### src/sbm_pkg.sv
// Shared constants and types for the signed add/subtract/multiply unit.
package sbm_pkg;

    // Port width of each operand and of the result
    localparam int DATA_W        = 32;
    localparam int RES_W         = 2 * DATA_W;
    localparam int HALF_W        = DATA_W / 2;
    localparam int WIDTH_DEFAULT = 32;

    // Operation codes
    localparam logic [1:0] KIND_ADD = 2'd0;
    localparam logic [1:0] KIND_SUB = 2'd1;
    localparam logic [1:0] KIND_MUL = 2'd2;

    // Per-stage load enables handed to the multiplier
    typedef struct packed {
        logic s2;
        logic s3;
    } pipe_en_t;

endpackage

### src/sbm_mul.sv
// Two-stage signed multiplier: split partial products, then combine.
module sbm_mul (
    input  logic                                aclk,
    input  sbm_pkg::pipe_en_t                   en,
    input  logic signed [sbm_pkg::DATA_W-1:0]   a,
    input  logic signed [sbm_pkg::DATA_W-1:0]   b,
    output logic signed [sbm_pkg::RES_W-1:0]    product
);

    localparam int HW = sbm_pkg::HALF_W;
    localparam int DW = sbm_pkg::DATA_W;
    localparam int RW = sbm_pkg::RES_W;

    logic signed [DW+HW:0]   pp_lo_reg, pp_lo_next;
    logic signed [DW+HW-1:0] pp_hi_reg, pp_hi_next;
    logic signed [RW-1:0]    product_reg, product_next;

    // Partial products: a times unsigned low half, a times signed high half
    assign pp_lo_next = (DW+HW+1)'(a) * (DW+HW+1)'($signed({1'b0, b[HW-1:0]}));
    assign pp_hi_next = (DW+HW)'(a) * (DW+HW)'($signed(b[DW-1:HW]));

    // Combine: high part weighted by 2^HALF_W
    assign product_next = (RW'(pp_hi_reg) <<< HW) + RW'(pp_lo_reg);

    always_ff @(posedge aclk) begin
        if (en.s2) begin
            pp_lo_reg <= pp_lo_next;
            pp_hi_reg <= pp_hi_next;
        end
        if (en.s3) begin
            product_reg <= product_next;
        end
    end

    assign product = product_reg;

endmodule

### src/signed_add_sub_booth_mul.sv
// Top level: signed add / subtract / multiply unit, three-stage pipeline.
//
//  channel | direction | ports                                   | handshake
//  --------+-----------+-----------------------------------------+----------------
//  input   | in        | s_kind, s_operand_a, s_operand_b        | s_valid/s_ready
//  result  | out       | m_value, m_error                        | m_valid/m_ready
//
// Three register stages: an input transfer is loaded into stage 1 and then
// moves through stages 2 and 3, whose registers drive the result port.
// One operation can be taken each cycle unless a full pipe stalls on m_ready.
// Multiply spans stages 2 and 3: registered partial products, then combine.
// Reset (aresetn low, synchronous) clears the stage valid bits only.
// A stage takes new data whenever it is empty or its successor moves, so
// bubbles collapse under output stall and no transfer is lost or repeated.
module signed_add_sub_booth_mul #(
    parameter int WIDTH = sbm_pkg::WIDTH_DEFAULT
) (
    input  logic                                aclk,
    input  logic                                aresetn,
    input  logic                                s_valid,
    output logic                                s_ready,
    input  logic [1:0]                          s_kind,
    input  logic signed [sbm_pkg::DATA_W-1:0]   s_operand_a,
    input  logic signed [sbm_pkg::DATA_W-1:0]   s_operand_b,
    output logic                                m_valid,
    input  logic                                m_ready,
    output logic signed [sbm_pkg::RES_W-1:0]    m_value,
    output logic                                m_error
);

    localparam int DW    = sbm_pkg::DATA_W;
    localparam int RW    = sbm_pkg::RES_W;
    localparam int SHIFT = DW - WIDTH;
    // Most negative WIDTH-bit value, sign-extended to the port width
    localparam logic [DW-1:0] MIN_EXT = {DW{1'b1}} << (WIDTH - 1);

    // Stage valid bits and stage advance
    logic v1_reg, v1_next, v2_reg, v2_next, v3_reg, v3_next;
    logic rdy1, rdy2, rdy3;
    sbm_pkg::pipe_en_t en;

    // Stage 1 payload
    logic                 mul1_reg;
    logic                 sub1_reg;
    logic signed [DW-1:0] a1_reg, a1_next;
    logic signed [DW-1:0] b1_reg, b1_next;

    // Stage 2 payload
    logic                 mul2_reg;
    logic signed [DW-1:0] sum2_reg, sum2_next;
    logic                 err2_reg, err2_next;

    // Stage 3 payload
    logic                 mul3_reg;
    logic signed [DW-1:0] sum3_reg;
    logic                 err3_reg;
    logic signed [RW-1:0] product;

    // Add/subtract datapath signals
    logic signed [DW-1:0] neg_b;
    logic signed [DW-1:0] nb_ext;
    logic signed [DW-1:0] addend;
    logic signed [DW:0]   sum_full;
    logic signed [DW-1:0] sum_wrap;
    logic                 ovf;
    logic                 neg_err;

    // Handshake chain
    assign rdy3    = !v3_reg || m_ready;
    assign rdy2    = !v2_reg || rdy3;
    assign rdy1    = !v1_reg || rdy2;
    assign s_ready = rdy1;
    assign en.s2   = rdy2;
    assign en.s3   = rdy3;

    assign v1_next = rdy1 ? s_valid : v1_reg;
    assign v2_next = rdy2 ? v1_reg  : v2_reg;
    assign v3_next = rdy3 ? v2_reg  : v3_reg;

    always_ff @(posedge aclk) begin
        if (!aresetn) begin
            v1_reg <= 1'b0;
            v2_reg <= 1'b0;
            v3_reg <= 1'b0;
        end else begin
            v1_reg <= v1_next;
            v2_reg <= v2_next;
            v3_reg <= v3_next;
        end
    end

    // Stage 1: read low WIDTH bits of each operand as two's complement
    assign a1_next = $signed(s_operand_a << SHIFT) >>> SHIFT;
    assign b1_next = $signed(s_operand_b << SHIFT) >>> SHIFT;

    always_ff @(posedge aclk) begin
        if (rdy1) begin
            mul1_reg <= s_kind[1];
            sub1_reg <= (s_kind == sbm_pkg::KIND_SUB);
            a1_reg   <= a1_next;
            b1_reg   <= b1_next;
        end
    end

    // Stage 2: guarded add; subtract adds the wrapped negation of b
    assign neg_b    = -b1_reg;
    assign nb_ext   = $signed(neg_b << SHIFT) >>> SHIFT;
    assign neg_err  = (b1_reg == MIN_EXT);
    assign addend   = sub1_reg ? nb_ext : b1_reg;
    assign sum_full = {a1_reg[DW-1], a1_reg} + {addend[DW-1], addend};
    assign sum_wrap = $signed(sum_full[DW-1:0] << SHIFT) >>> SHIFT;
    assign ovf      = ({sum_wrap[DW-1], sum_wrap} != sum_full);

    assign sum2_next = sum_wrap;
    // Multiply flags a most negative multiplicand; product itself stays exact
    assign err2_next = mul1_reg ? (a1_reg == MIN_EXT) : (ovf || (sub1_reg && neg_err));

    always_ff @(posedge aclk) begin
        if (rdy2) begin
            mul2_reg <= mul1_reg;
            sum2_reg <= sum2_next;
            err2_reg <= err2_next;
        end
    end

    // Stages 2 and 3 of the multiply
    sbm_mul u_mul (
        .aclk    (aclk),
        .en      (en),
        .a       (a1_reg),
        .b       (b1_reg),
        .product (product)
    );

    // Stage 3: output register
    always_ff @(posedge aclk) begin
        if (rdy3) begin
            mul3_reg <= mul2_reg;
            sum3_reg <= sum2_reg;
            err3_reg <= err2_reg;
        end
    end

    assign m_valid = v3_reg;
    assign m_value = mul3_reg ? product : RW'(sum3_reg);
    assign m_error = err3_reg;

endmodule

### config.mk
export PLATFORM = sky130hd
export DESIGN_NAME = signed_add_sub_booth_mul
export DESIGN_NICKNAME = d
export VERILOG_FILES = /design/src/sbm_pkg.sv /design/src/sbm_mul.sv /design/src/signed_add_sub_booth_mul.sv
export SDC_FILE = /design/constraint.sdc
export NUM_CORES = 2
export LEC_CHECK = 0
export BUFFER_PORTS_ARGS = -buffer_cell sky130_fd_sc_hd__buf_2
export CAP_MARGIN = 20
export CORE_ASPECT_RATIO = 0.6
export CORE_MARGIN = 2
export CORE_UTILIZATION = 56
export CTS_BUF_LIST = sky130_fd_sc_hd__clkbuf_8 sky130_fd_sc_hd__clkbuf_16
export DETAILED_ROUTE_END_ITERATION = 7
export PLACE_DENSITY = 0.7
export SLEW_MARGIN = 20
export SYNTH_ARGS = -nofsm -noshare
export SYNTH_HDL_FRONTEND = slang
export SYNTH_SLANG_ARGS = --single-unit
### constraint.sdc
create_clock -name aclk -period 11.7 [get_ports aclk]
set_input_delay 0.585 -clock aclk [delete_from_list [all_inputs] [get_ports aclk]]
set_output_delay 0.585 -clock aclk [all_outputs]
set_load 0.05 [all_outputs]
# --- Word level (Yosys, flattened, before mapping) ---
# Cells that the tools add are included.
# W data, S select, Z words.
classes:
  reduce_logical: 8
  add_sub_neg: 3
  order_cmp: 0
  muxes: 3
  n_shift: 0
  eq_ne: 4
  mul: 2
  div_mod_pow: 0
  n_bitwise: 0
op_table:
  columns: ["cell", "count"]
  rows:
  - ["$add A64 B49 Y64", 1]
  - ["$eq A32 B32 Y1 const B", 2]
  - ["$mux W64", 1]
  - ["$mul A32 B17 Y49", 1]
  - ["$mul A32 B16 Y48", 1]
  - ["$add A32 B32 Y33", 1]
  - ["$mux W32", 1]
  - ["$neg A32 Y32", 1]
  - ["$logic_or A1 B1 Y1", 4]
  - ["$logic_not A1 Y1", 3]
  - ["$eq A2 B1 Y1 const B", 1]
  - ["$logic_and A1 B1 Y1", 1]
  - ["$mux W1", 1]
  - ["$ne A1 B1 Y1", 1]
totals:
  latch_bits: 0
  input_bits: 70
  rom_bits: 0
  regBits: 298
  out_inout_bits: 67
  mem_count: 0
  mem_bits_rw: 0
  word_cells: 36

# --- Depth between registers and ports, before layout ---
depth:
  depth_word: 6
  ltp_mapped: 27
  mapped_depth_nobuf: 24

# --- Hierarchy ---
# From an unflattened synthesis, not the netlist that was laid out.
hier_totals:
  hier_cells: 5170
  hier_area_um2: 50073.0
modules_own_cells:
  columns: ["module", "area_per_inst_um2", "cells_per_inst", "instances"]
  rows:
  - ["sbm_mul", 42859.9, 4573, 1]
  - ["signed_add_sub_booth_mul", 7213.2, 597, 1]

# --- Worst setup path before layout ---
# Ideal clock, no wire load.
synth_path:
  path_kind: "register to register"
  startpoint: "register b1_reg[2]"
  endpoint: "register u_mul.pp_lo_reg[48], data pin"
  path_slack_ns: 5.138
  required_ns: 11.442
  setup_time_ns: 0.258
  path_stages_with_launch: 23
  t_arrival_ns: 6.305
  path_cell_list: "edfxtp_1 > clkbuf_1 > clkbuf_1 > nand2_1 > fa_1 > fa_1 > fa_1 > inv_1 > fa_1 > fa_1 > inv_1 > fa_1 > inv_1 > ha_1 > a211oi_1 > o211ai_1 > a221oi_1 > a31oi_1 > o221a_2 > a211o_1 > a41o_1 > a21o_1 > xnor2_1"
synth_via:
  elab_chain_cells: 1
synth_rtl:
  columns: ["element", "line", "rtl"]
  rows:
  - ["start, declared", "signed_add_sub_booth_mul.sv:46", "logic signed [DW-1:0] b1_reg, b1_next;"]
  - ["start signal, assigned", "signed_add_sub_booth_mul.sv:101", "b1_reg <= b1_next;"]
  - ["$mul A32 B17 Y49", "sbm_mul.sv:19", "assign pp_lo_next = (DW+HW+1)'(a) * (DW+HW+1)'($signed({1'b0, b[HW-1:0]}));"]
  - ["named net u_mul.pp_lo_next[48]", "sbm_mul.sv:14", "logic signed [DW+HW:0] pp_lo_reg, pp_lo_next;"]
  - ["end signal, assigned", "sbm_mul.sv:27", "pp_lo_reg <= pp_lo_next;"]
  - ["end, declared", "sbm_mul.sv:14", null]
# The timed path passes the listed nets, and every way through them passes these cells.
# A chain may end at the register's enable or synchronous reset.

# --- Worst setup path after layout ---
layout_path:
  startpoint: "register b1_reg[28]"
  endpoint: "register u_mul.pp_hi_reg[46], data pin"
layout_via:
  elab_chain_cells: 1
layout_rtl:
  columns: ["element", "line", "rtl"]
  rows:
  - ["$mul A32 B16 Y48", "sbm_mul.sv:20", "assign pp_hi_next = (DW+HW)'(a) * (DW+HW)'($signed(b[DW-1:HW]));"]
  - ["named net u_mul.pp_hi_next[46]", "sbm_mul.sv:15", "logic signed [DW+HW-1:0] pp_hi_reg, pp_hi_next;"]
  - ["end signal, assigned", "sbm_mul.sv:28", "pp_hi_reg <= pp_hi_next;"]
  - ["end, declared", "sbm_mul.sv:15", null]
# The timed path passes the listed nets, and every way through them passes these cells.

==> results.cfg <==
[run_status]
result_of_the_run = finished, final reports clean

[finish]
post_route_cell_area_um2 = 53200
largest_register_ff_count = 64
final_nets = 6599
filler_cell_count = 7664
area_growth_pct = 5.60
drive_gt1_share_pct = 6.23

[global_route]
antenna_found_initial = 6
grt_first_pass_wirelength_um = 224000
grt_pass1_vias = 37900
grtUsageTotal_pct = 31.9
grt_max_degree = 74
globalRoute.totalOverflow = 0

[place]
place.detailed.hpwl_um = 109000
buffer_ports.inserted = 136
placedInstanceArea_um2 = 52100
gpl.final_weighted_congestion = 0.988

[synth]
yosys.area_share.xor_xnor_pct = 3.32
syn_avg_cell_area_um2 = 9.57
post-synth-top-area-cell = fa_1
synth.top_cell.area_share_pct = 38.9
synth_adder_area_share_pct = 46.6
synth_async_sr_flop_share_pct = 0
ys_seq_area_share_pct = 17.7
synth_compound_gate_area_share_pct = 6.80
ys_ff_latch = 298
yosys_cell_types = 79
synth.mux.area_fraction_pct = 0.736
synthFlopType = edfxtp_1
synthesis.yosys.warnings = 0
postSynthNetCount = 6618
ys_top_cells_by_area = fa_1, edfxtp_1, inv_1
synth-simple-area-share_pct = 14.1
synth_top_family_by_area = adder cells
number_of_synthesized_flops_with_an_enable_pin = 295
syn_area_um2 = 50300
post_synth_inst_count = 5260

[timing]
final_count_of_pins_violating_max_slew = 0
hold_viol_final = 0
achievable-frequency_mhz = 123
timing.clock.skew_ns = 0.0256
worst_slew_pin_slew_ns = 1.16
timing.final.crit_period_ns = 8.15
final_min_period_over_clock_period_pct = 69.7
rsz_0062_raised_after_global_routing = no
setup_viol_count_final = 0
maxSlewHeadroom_pct = 21.9
fin_tns_setup_ns = 0

[clocking]
post_cts.repair.setup_buffers = 0
worst_skew_pair.late_latency_ns = 0.66
cts_made_buffers = 31
cts_tree = done
cts_sinks = 298
cts_resized = 0
cts.hold.buffers_added = 0
cts.clk_slew.worst_paths_ns = 0.08
cts.htree.levels = 1
cts_root_buf = clkbuf_16
clockBufferDepth = 3

[routing]
drt_first_iter_violations = 3948
post_drt_wl_per_cell_um = 22.2
ant_nets = 0
drt_pass1_iterations = 6
wire_length_reported_by_the_detailed_router_um = 143000
wl_met3_um = 24200
route.detailed.vias_per_inst = 5.66
top_layer = met5
detailroute.via_count = 36500
drc_viols = 0
route.met2.wl_um = 53400
met1Wirelength_um = 63100

[flow_run]
total_of_max_cap_violations = 0

[setup_path]
cell_chain_of_the_critical_path = buf_4 -> and2_1 -> fa_1 -> inv_1 -> fa_1 -> inv_1 -> fa_1 -> fa_1 -> fa_1 -> inv_1 -> fa_1 -> inv_1 -> ha_1 -> a2111oi_0 -> o211ai_1 -> a31oi_1 -> nor2_1 -> a21oi_1 -> o31ai_1 -> a31oi_1 -> o21ai_0 -> xor2_1
cp_slowest_stage_delay_ns = 1.05
cpMostUsedCell = fa_1
path_class = flop to flop
critical_path_required_ns = 12.09
cp-end-kind = flop
data_arrival_time_of_the_critical_path_ns = 8.54
critical_path.max_fanout = 23
worst-path-buf-inv = 5
setup.worst_path.start_class = flop
crit_slowest_cell = edfxtp_1
cpLargestDelayFamily = adder cells

[floorplan]
die_w_um = 391
fp.dieArea_um2 = 92400
coreArea_um2 = 89300
initial_core_util_pct = 56.3
std_cell_rows = 85
floorplan.io_pins = 137
die_span_in_y_um = 236

[min_path]
timing.hold.worst.class = input port to flop
[metrics by stage]
stage | cells | hold slack, ns | util, % | setup WS (ns)
2_1_floorplan | 5260 | 0.400 | - | 5.14
3_3_place_gp | 6382 | 0.400 | 58.3 | 3.94
3_5_place_dp | 6382 | 0.405 | 58.3 | 3.86
4_1_cts | 6440 | 0.0736 | 59.5 | 3.82
5_1_grt | 6440 | 0.0819 | 59.5 | 3.40
6_report | 6441 | 0.0928 | 59.5 | 3.55
[cells in the mapped netlist, types with 43 or more instances]
cell / n
edfxtp_1: 295
clkbuf_1: 252
nor2_1: 125
and2_1: 401
nand2_1: 764
o21ai_0: 91
nand3_1: 43
ha_1: 311
xnor2_1: 135
xor2_1: 56
inv_1: 1170
a21oi_1: 155
a21o_1: 68
fa_1: 977
[final timing paths]
path / start / end / slack, ns / cells past startpoint
setup / recovery: b1_reg[28] / u_mul.pp_hi_reg[46] / 3.55 / 22
setup reg to reg: b1_reg[28] / u_mul.pp_hi_reg[46] / 3.55 / 22
hold reg to reg: sum2_reg[1] / sum3_reg[1] / 0.41 / 0
hold / removal: s_operand_a[22] / a1_reg[22] / 0.09 / 1
[layout make-up]
cell class | instances | area, um2 | area share [%]
Antenna cell | 1 | 2.50 | 0.00471
Clock buffer | 32 | 790 | 1.49
Clock inverter | 26 | 277 | 0.520
Inverter | 1171 | 4400 | 8.27
Multi-Input combinational cell | 3529 | 36100 | 67.8
Sequential cell | 298 | 8920 | 16.8
Tap cell | 1174 | 1470 | 2.76
Timing Repair Buffer | 210 | 1240 | 2.33
[cell usage in the layout, fill, tap and decap left out, types with 6 or more instances in the layout]
master and instances:
nand2b_1 29, or3_1 11, a211oi_1 21, edfxtp_1 295, o21a_1 22, buf_4 74, o21ai_0 91, buf_2 136
and2_1 401, nand4_1 21, inv_1 1172, nor2_1 125, a31oi_1 13, fa_1 977, nor2b_1 18, a21o_1 68
o211ai_1 15, o31ai_1 23, xor2_1 56, nor4_1 14, clkbuf_16 31, nand3_1 42, and3_1 8, o21bai_1 27
nand2_1 763, xnor2_1 135, mux2_2 32, or2_2 8, o311ai_0 7, or4_1 6, a211o_1 9, nor3_1 34
a21oi_1 155, ha_1 311
[worst reg2reg max path, cell delays in order (launching register included)]
cell and delay, ns:
edfxtp_1 1.05, buf_4 0.43, and2_1 0.20, fa_1 0.40
inv_1 0.09, fa_1 0.38, inv_1 0.08, fa_1 0.46
fa_1 0.49, fa_1 0.50, inv_1 0.05, fa_1 0.48
inv_1 0.04, ha_1 0.40, a2111oi_0 0.64, o211ai_1 0.21
a31oi_1 0.35, nor2_1 0.14, a21oi_1 0.32, o31ai_1 0.21
a31oi_1 0.54, o21ai_0 0.27, xor2_1 0.19
[routing by layer]
metal	up-vias	GRT usage [%]
met5	-	0
met4	6	4.53
met3	201	15.5
met2	2078	41.6
met1	18200	48.5
li1	16000	-
[cell families after synthesis]
| family | after synthesis |
|---|---|
| AO/OA/AOI/OAI | 519 |
| XOR/XNOR | 191 |
| adder cells (fa/ha/maj) | 1288 |
| buffers and inverters | 1433 |
| flip-flops | 298 |
| multiplexers | 33 |
| AND/OR/NAND/NOR | 1498 |
Power is left out: the tool's default activity adds up to more than one toggle a clock period on the data nets, which glitch-free logic cannot reach.
